## src/hw/rtl/stq_pkg.sv

```systemverilog
// shared types and constants for the sorted timer queue
package stq_pkg;

    localparam logic [2:0] ACT_TICK    = 3'd0;
    localparam logic [2:0] ACT_START   = 3'd1;
    localparam logic [2:0] ACT_ABS     = 3'd2;
    localparam logic [2:0] ACT_STOP    = 3'd3;
    localparam logic [2:0] ACT_RESTART = 3'd4;
    localparam logic [2:0] ACT_QUERY   = 3'd5;

    localparam logic [30:0] LATE_MAX = 31'h7FFF_FFFF;
    localparam logic [7:0]  MARGIN_RESET = 8'd2;
    localparam int          MAX_FIRES = 16;

    typedef enum logic [2:0] {
        t_idle,
        t_remove,
        t_insert,
        t_check,
        t_emit
    } t_state;

    // operation broadcast to every cell in the same cycle
    typedef struct packed {
        logic        rem;
        logic        ins;
        logic [5:0]  slot;
        logic [31:0] alarm;
    } t_cell_op;

    function automatic logic lies_before(input logic [31:0] a, input logic [31:0] b);
        logic [31:0] d;
        begin
            d = a - b;
            lies_before = d[31];
        end
    endfunction

endpackage

```

## src/hw/rtl/stq_cell.sv

```systemverilog
// one queue position: holds an entry and shifts toward head or tail
module stq_cell
    import stq_pkg::*;
(
    input  logic        i_clk,
    input  logic        i_rst_n,
    input  t_cell_op    i_op,
    input  logic        i_prev_valid,
    input  logic        i_prev_before,
    input  logic [5:0]  i_prev_slot,
    input  logic [31:0] i_prev_alarm,
    input  logic        i_next_valid,
    input  logic [5:0]  i_next_slot,
    input  logic [31:0] i_next_alarm,
    input  logic        i_prev_hit,
    output logic        o_valid,
    output logic        o_before,
    output logic        o_hit,
    output logic [5:0]  o_slot,
    output logic [31:0] o_alarm
);

    logic        r_valid;
    logic [5:0]  r_slot;
    logic [31:0] r_alarm;
    logic        w_hit_here;
    logic        w_before;

    assign w_hit_here = r_valid && (r_slot == i_op.slot);
    assign o_hit      = i_prev_hit || w_hit_here;
    assign w_before   = r_valid && lies_before(r_alarm, i_op.alarm);
    // every entry up to here lies before the new alarm
    assign o_before   = i_prev_before && w_before;
    assign o_valid    = r_valid;
    assign o_slot     = r_slot;
    assign o_alarm    = r_alarm;

    always_ff @(posedge i_clk) begin
        if (!i_rst_n) begin
            r_valid <= 1'b0;
        end else if (i_op.rem && o_hit) begin
            // shift up from the neighbor behind
            r_valid <= i_next_valid;
            r_slot  <= i_next_slot;
            r_alarm <= i_next_alarm;
        end else if (i_op.ins && !o_before) begin
            if (i_prev_before) begin
                r_valid <= 1'b1;
                r_slot  <= i_op.slot;
                r_alarm <= i_op.alarm;
            end else begin
                r_valid <= i_prev_valid;
                r_slot  <= i_prev_slot;
                r_alarm <= i_prev_alarm;
            end
        end
    end

endmodule

```

## src/hw/rtl/sorted_timer_queue.sv

```systemverilog
// top level of the sorted timer queue
// Items are handled one at a time in a chain of SLOTS cells whose shift is registered. A
// command passes through the remove, insert and result states before its result is
// offered, and the next item is taken only after that result is accepted. A tick checks
// the head; for each fired slot it steps through remove, re-insert, result and the next
// check, and a tick that fires nothing returns to idle after the check. Result stalls
// lengthen both ticks and commands.
// late_margin resets to 2.
module sorted_timer_queue
    import stq_pkg::*;
#(
    parameter int SLOTS = 16
) (
    input  logic        i_clk,
    input  logic        i_rst_n,
    input  logic        s_axis_tvalid,
    output logic        s_axis_tready,
    // action[2:0], slot[6:3], ticks[37:7], periodic[38], abs_time[70:39]
    input  logic [71:0] s_axis_tdata,
    output logic        m_axis_tvalid,
    input  logic        m_axis_tready,
    // result_slot[3:0], fired[4], lateness[35:5], is_active[36], status[37]
    output logic [39:0] m_axis_tdata,
    output logic        m_axis_tlast,
    input  logic        cfg_valid,
    output logic        cfg_ready,
    input  logic [7:0]  cfg_data
);

    localparam int SW = $clog2(SLOTS) > 0 ? $clog2(SLOTS) : 1;

    t_state r_state, n_state;
    logic [7:0]  r_margin;
    logic [31:0] r_time;
    logic [2:0]  r_act;
    logic [3:0]  r_slot_in;
    logic [30:0] r_ticks;
    logic        r_per;
    logic [31:0] r_at;
    logic [4:0]  r_fires;
    logic        r_out_valid;
    logic [39:0] r_out_data;
    logic        r_out_last;
    logic [39:0] r_pend;
    logic [5:0]  r_hslot;
    logic [31:0] r_halarm;
    logic [30:0] r_period [SLOTS];
    logic        r_isper  [SLOTS];

    t_cell_op    w_op;
    logic        c_valid  [SLOTS+1];
    logic        c_before [SLOTS+1];
    logic        c_hit    [SLOTS+1];
    logic [5:0]  c_slot   [SLOTS+1];
    logic [31:0] c_alarm  [SLOTS+1];
    logic        w_full;
    logic        w_inrange;
    logic [SW-1:0] w_sidx;
    logic        w_due;
    logic [31:0] w_diff;
    logic [31:0] w_margin_alarm;

    assign c_valid[0]  = 1'b1;
    assign c_before[0] = 1'b1;
    assign c_hit[0]    = 1'b0;
    assign c_slot[0]   = '0;
    assign c_alarm[0]  = '0;

    genvar g;
    generate
        for (g = 0; g < SLOTS; g++) begin : g_cell
            logic        w_nv;
            logic [5:0]  w_ns;
            logic [31:0] w_na;
            if (g == SLOTS - 1) begin : g_end
                assign w_nv = 1'b0;
                assign w_ns = '0;
                assign w_na = '0;
            end else begin : g_mid
                assign w_nv = c_valid[g+2];
                assign w_ns = c_slot[g+2];
                assign w_na = c_alarm[g+2];
            end
            stq_cell u_cell (
                .i_clk        (i_clk),
                .i_rst_n      (i_rst_n),
                .i_op         (w_op),
                .i_prev_valid (c_valid[g]),
                .i_prev_before(c_before[g]),
                .i_prev_slot  (c_slot[g]),
                .i_prev_alarm (c_alarm[g]),
                .i_next_valid (w_nv),
                .i_next_slot  (w_ns),
                .i_next_alarm (w_na),
                .i_prev_hit   (c_hit[g]),
                .o_valid      (c_valid[g+1]),
                .o_before     (c_before[g+1]),
                .o_hit        (c_hit[g+1]),
                .o_slot       (c_slot[g+1]),
                .o_alarm      (c_alarm[g+1])
            );
        end
    endgenerate

    assign w_full    = c_valid[SLOTS];
    assign w_inrange = ({3'b000, r_slot_in} < 7'(SLOTS));
    assign w_sidx    = SW'(r_slot_in);
    assign w_margin_alarm = c_alarm[1] + {24'd0, r_margin};
    assign w_due     = c_valid[1] && lies_before(w_margin_alarm, r_time);
    assign w_diff    = r_time - c_alarm[1];

    assign s_axis_tready = (r_state == t_idle) && !r_out_valid;
    assign cfg_ready     = 1'b1;
    assign m_axis_tvalid = r_out_valid;
    assign m_axis_tdata  = r_out_data;
    assign m_axis_tlast  = r_out_last;

    logic [31:0] w_ins_alarm;
    always_comb begin
        w_ins_alarm = r_time + {1'b0, r_ticks};
        case (r_act)
            ACT_ABS:     w_ins_alarm = r_at;
            ACT_RESTART: w_ins_alarm = r_time + {1'b0, r_period[w_sidx]};
            default:     w_ins_alarm = r_time + {1'b0, r_ticks};
        endcase
    end

    always_comb begin
        n_state   = r_state;
        w_op.rem  = 1'b0;
        w_op.ins  = 1'b0;
        w_op.slot = {2'b00, r_slot_in};
        w_op.alarm = w_ins_alarm;
        case (r_state)
            t_idle: begin
                if (s_axis_tvalid && s_axis_tready) begin
                    n_state = (s_axis_tdata[2:0] == ACT_TICK) ? t_check : t_remove;
                end
            end
            t_remove: begin
                if (r_act == ACT_TICK) begin
                    w_op.slot = r_hslot;
                    w_op.rem  = 1'b1;
                    n_state   = t_insert;
                end else begin
                    w_op.rem = w_inrange && (r_act == ACT_START || r_act == ACT_ABS ||
                               r_act == ACT_STOP || r_act == ACT_RESTART) &&
                               !(r_act == ACT_START && r_per && r_ticks == '0);
                    n_state  = t_insert;
                end
            end
            t_insert: begin
                if (r_act == ACT_TICK) begin
                    w_op.slot  = r_hslot;
                    w_op.alarm = r_halarm + {1'b0, r_period[SW'(r_hslot)]};
                    w_op.ins   = r_isper[SW'(r_hslot)] && !w_full;
                    n_state    = t_emit;
                end else begin
                    w_op.ins = w_inrange && !w_full &&
                               (r_act == ACT_ABS || r_act == ACT_RESTART ||
                                (r_act == ACT_START && !(r_per && r_ticks == '0)));
                    n_state  = t_emit;
                end
            end
            t_check: begin
                if (r_fires == 5'(MAX_FIRES) || !w_due) n_state = t_idle;
                else n_state = t_remove;
            end
            t_emit: begin
                if (!r_out_valid) n_state = (r_act == ACT_TICK) ? t_check : t_idle;
            end
            default: n_state = t_idle;
        endcase
    end

    always_ff @(posedge i_clk) begin
        if (!i_rst_n) begin
            r_state     <= t_idle;
            r_margin    <= MARGIN_RESET;
            r_time      <= '0;
            r_out_valid <= 1'b0;
            r_out_last  <= 1'b0;
            r_fires     <= '0;
            for (int k = 0; k < SLOTS; k++) begin
                r_period[k] <= '0;
                r_isper[k]  <= 1'b0;
            end
        end else begin
            r_state <= n_state;
            if (cfg_valid && cfg_ready) r_margin <= cfg_data;
            if (m_axis_tvalid && m_axis_tready) r_out_valid <= 1'b0;
            case (r_state)
                t_idle: begin
                    if (s_axis_tvalid && s_axis_tready) begin
                        r_act     <= s_axis_tdata[2:0];
                        r_slot_in <= s_axis_tdata[6:3];
                        r_ticks   <= s_axis_tdata[37:7];
                        r_per     <= s_axis_tdata[38];
                        r_at      <= s_axis_tdata[70:39];
                        r_fires   <= '0;
                        if (s_axis_tdata[2:0] == ACT_TICK) r_time <= r_time + 32'd1;
                    end
                end
                t_check: begin
                    r_hslot  <= c_slot[1];
                    r_halarm <= c_alarm[1];
                    if (w_due && r_fires != 5'(MAX_FIRES)) r_fires <= r_fires + 5'd1;
                    // a fired item waits in the hold slot until the next check decides whether it is the final one
                    if (r_fires != '0) begin
                        r_out_valid <= 1'b1;
                        r_out_last  <= !w_due || r_fires == 5'(MAX_FIRES);
                        r_out_data  <= r_pend;
                    end
                end
                t_insert: begin
                    if (r_act != ACT_TICK) begin
                        r_out_data <= {2'b00,
                                       w_inrange && r_act == ACT_START && r_per &&
                                           r_ticks == '0,
                                       w_inrange && r_act == ACT_QUERY && c_hit[SLOTS],
                                       31'd0, 1'b0, r_slot_in};
                        if (w_inrange && r_act == ACT_START &&
                            !(r_per && r_ticks == '0)) begin
                            r_period[w_sidx] <= r_ticks;
                            r_isper[w_sidx]  <= r_per;
                        end
                        if (w_inrange && r_act == ACT_ABS) begin
                            r_period[w_sidx] <= 31'(r_at - r_time);
                            r_isper[w_sidx]  <= 1'b0;
                        end
                    end
                end
                t_emit: begin
                    if (r_act != ACT_TICK && !r_out_valid) begin
                        r_out_valid <= 1'b1;
                        r_out_last  <= 1'b1;
                    end
                end
                default: ;
            endcase
        end
    end

    always_ff @(posedge i_clk) begin
        if (r_state == t_check && w_due && r_fires != 5'(MAX_FIRES)) begin
            r_pend <= {2'b00, 1'b0, 1'b0,
                       (w_diff > {1'b0, LATE_MAX}) ? LATE_MAX : w_diff[30:0],
                       1'b1, c_slot[1][3:0]};
        end
    end

endmodule

```

## config.mk

```make
export PLATFORM = sky130hd
export DESIGN_NAME = sorted_timer_queue
export DESIGN_NICKNAME = d
export VERILOG_FILES = /design/src/hw/rtl/stq_pkg.sv /design/src/hw/rtl/stq_cell.sv /design/src/hw/rtl/sorted_timer_queue.sv
export SDC_FILE = /design/constraint.sdc
export NUM_CORES = 2
export LEC_CHECK = 0
export ABC_AREA = 1
export BUFFER_PORTS_ARGS = -buffer_cell sky130_fd_sc_hd__buf_4
export CAP_MARGIN = 25
export CORE_AREA = 5 5 441 443
export CTS_CLUSTER_SIZE = 40
export DETAILED_ROUTE_END_ITERATION = 10
export DIE_AREA = 0 0 446 448
export GPL_TIMING_DRIVEN = 1
export MAX_ROUTING_LAYER = met4
export PLACE_DENSITY = 0.65
export SETUP_SLACK_MARGIN = 0.5
export SYNTH_ARGS = -nofsm -noshare
export SYNTH_HDL_FRONTEND = slang
export SYNTH_SLANG_ARGS = --single-unit
```

## constraint.sdc

```tcl
create_clock -name i_clk -period 21.4 [get_ports i_clk]
set_clock_uncertainty 0.15 [all_clocks]
set_input_delay 4.28 -clock i_clk [delete_from_list [all_inputs] [get_ports i_clk]]
set_output_delay 4.28 -clock i_clk [all_outputs]
set_load 0.03 [all_outputs]
```

==> results.cfg <==
[detailed_routing]
postRouteAntennaNets = 0
drt_pass1_iterations = 8
post_detailed_route_drc_marker_count = 0
vias = 74857
routed_via_density = 6.060
drt_first_iter_violations = 9237
detail_route.wl_per_cell_um = 23.84
drt-total-wl_mm = 294.5

[worst_setup_path]
critical-path-max-stage-delay_ps = 850
type_of_element_capturing_the_critical_path = flop
critPathKind = reg2reg
crit_path_top_delay_cell = inv_1
cp_data_arrival_time_ps = 15520
reg2reg_slack_ps = 6240
highest_fanout_seen_on_the_critical_path = 126
required_ps = 21760
worstSetupStartpointType = flop

[run]
maximum_capacitance_violations = 0

[synth]
yosysUniqueCellTypes = 67
yosys.area.top_type = edfxtp_1
postSynthAreaPerCell_um2 = 8.639
total_standard_cell_area_after_synthesis_um2 = 84920
synth_async_sr_flop_share_pct = 0
yosys_warnings = 0
synthTopCellsByArea = edfxtp_1, ha_1, o21ai_0
number_of_enable_type_register_cells_in_the_synthesized_netlist = 1286
postSynthCellCount = 9830
synthDominantCellAreaShare_pct = 45.48
synth_seq_area_share_pct = 47.60
synth_top_flop_cell = edfxtp_1
ff_latch_count_synth = 1376

[placed_design]
placedInstanceArea_um2 = 88720
detailedPlacementHpwl_mm = 204.1
gpl_wtd_cong = 0.9470
io_buffers = 124

[timing]
tightestPinTransition_ps = 1266
setup_violations = 0
slew_violations = 0
finalCriticalPeriod_ps = 15160
rsz0062_at_grt = no
final.setup.tns_ps = 0
max-slew-margin-rel_pct = 14.80
hold_viol = 0
post-route-period-util_pct = 70.85
max_clock_freq_ghz = 0.06595

[power_and_ir_drop]
power.sequential.fraction_pct = 40.9
power.leakage_nw = 35.68
p_int_mw = 5.122
cellPowerDensity_nw_per_um2 = 82.82
power_switching_mw = 2.654
vdd.ir_drop.worst_mv = 0.06856
swShare_pct = 34.13
clock_group_share_of_total_power_pct = 33.8
share_comb_of_total_power_pct = 25.2

[min_path]
tightest_hold_check_type = reg2reg
hold_path.startpoint = g_cell[0].u_cell.o_slot[5]$_DFFE_PP_

[grt]
first_global_vias = 71568
grt_antenna_before_repair = 6
grt_first_pass_wirelength_mm = 438.1
largest_net_degree_at_the_start_of_global_routing = 170
track_usage_pct = 29.41
globalRouteOverflowTotal = 0

[finish]
post-route-cell-area_um2 = 93890
area.growth.synth_to_final_pct = 10.56
number_of_nets_in_the_layout = 10416
multiInputGateArea_um2 = 40240
seq_area_um2 = 40440
num-fill-cells = 17567
share_of_cells_above_drive_strength_1_pct = 7.372

[floorplanning]
die_area_um2 = 199800
die_width_um = 446
core_area_um2 = 189600
design.portCount = 129
starting_density_pct = 44.79
die_height_um = 448
num_rows = 160

[clock_network]
cts.repair.resized = 0
cts-buffers-inserted = 159
postCtsSetupBuffers = 0
tritoncts_clock_tree = done
cts.path.max_buffers = 3
clock-sinks = 1376
worst_setup_hold_path_clk_slew_ps = 60
clock_tree.root_cell = clkbuf_16
ctsHoldBuffers = 0
clk_latency_ps = 840
h-tree-depth = 4

[outcome]
status = complete, no violations
cells by family after synthesis:
group                      after synthesis  share of synthesized area, %
other                                    2                      0.008844
xor gates and xnor gates               109                         1.124
AOI/OAI and AO/OA                     3041                         20.07
and+or+nand+nor                       3424                         16.18
DFF                                   1376                         47.60
buffers and inverters                 1245                         5.614
adders and majority gates              626                         9.321
muxes                                    7                       0.08251
cell usage after synthesis, types with 13 or more instances:
library cell,number
o21ai_1,107
or2_2,26
o21a_1,15
o21bai_1,19
nor2_1,1413
a21o_1,22
buf_2,36
a221oi_1,18
a21oi_1,830
nand2_1,1564
a211oi_1,68
o221ai_1,180
nand3_1,223
dfxtp_1,90
buf_1,32
inv_2,18
a32oi_1,14
inv_1,592
o21ai_0,1442
ha_1,615
nor3b_1,13
clkinv_1,16
nor3_1,61
nand4_1,64
a31oi_1,66
o22ai_1,84
xor2_1,71
buf_4,13
clkbuf_1,538
nor4_1,23
edfxtp_1,1286
o211ai_1,98
a22oi_1,20
xnor2_1,38
cell usage in the layout (no fill, tap or decap), drive strengths merged, types with 11 or more instances in the layout:
cell / instances
o221ai: 180
a211oi: 68
a21o: 22
a22oi: 20
xor2: 71
o211ai: 98
o21a: 15
o22ai: 84
o21bai: 20
nor3: 61
clkbuf: 223
nand3: 224
clkinv: 71
o221a: 11
a31oi: 66
xnor2: 38
a21oi: 830
nand4: 67
o21ai: 1551
fa: 11
or2: 26
edfxtp: 1286
nand2: 1568
buf: 332
inv: 615
nor2: 1419
a32oi: 14
dfxtp: 90
a221oi: 18
ha: 615
a2111oi: 11
nor4: 23
nor3b: 13
power groups by stage:
| stage | Sequential, mW | Combinational, mW | Clock, mW |
|---|---|---|---|
| 2_1_floorplan | 3.18 | 1.22 | 0 |
| 3_3_place_gp | 3.23 | 1.83 | 0 |
| 3_5_place_dp | 3.23 | 1.90 | 0 |
| 4_1_cts | 3.18 | 1.91 | 2.66 |
| 5_1_grt | 3.19 | 2.14 | 2.77 |
| 6_report | 3.18 | 1.96 | 2.63 |
layout make-up:
cell class,count,area share [%]
inverter,626,2.516
antenna,7,0.01866
timing repair buffer,332,2.951
tap,2511,3.346
sequential,1376,43.07
clock inverter,67,0.5331
clock buffer,223,4.700
multi-input combinational,7210,42.86
sequential cells by signal, summed over array words and instances, names as in the netlist, 3 cells and up, named ones only:
signal / flops
r_margin: 8
g_cell.u_cell.o_valid: 16
r_isper: 16
r_slot_in: 4
r_act: 3
r_at: 32
r_hslot: 6
r_state: 3
r_halarm: 32
r_ticks: 31
r_fires: 5
g_cell.u_cell.o_alarm: 512
r_time: 32
r_pend: 35
m_axis_tdata: 38
g_cell.u_cell.o_slot: 96
r_period: 496
per-stage QoR:
step	hold slack (ps)	std cells	setup WS [ps]	util, %	total power [mW]
3_3_place_gp	283.3	12016	6729	46.62	5.058
4_1_cts	306.2	12329	6446	49.39	7.746
2_1_floorplan	276.4	9831	11240	-	4.404
3_5_place_dp	286.7	12039	6533	46.80	5.136
5_1_grt	311.4	12350	5189	49.52	8.098
6_report	312.2	12352	6237	49.52	7.776
per-layer routing:
layer  global-route usage [%]  share of wire [%]
met1                    36.10                 38
met2                    45.65                 45
met3                    4.751                9.2
met4                    18.34                7.2
met5                        -                  0
final timing paths:
| kind | to | depth (start not counted) |
|---|---|---|
| max | g_cell[14].u_cell.o_alarm[21]$_DFFE_PP_ | 48 |
| min | r_hslot[5]$_DFFE_PP_ | 0 |
| min reg2reg | r_hslot[5]$_DFFE_PP_ | 0 |
| max reg2reg | g_cell[14].u_cell.o_alarm[21]$_DFFE_PP_ | 48 |
worst max-delay path: cells and delay by family (launching register included):
family,cells,cell delay [ps]
AO/OA/AOI/OAI,18,4390
buffers and inverters,9,4360
AND/OR/NAND/NOR,18,3900
flip-flops,1,820
adder cells (fa/ha/maj),2,800
XOR/XNOR,1,180
(Power assumes the default switching activity.)
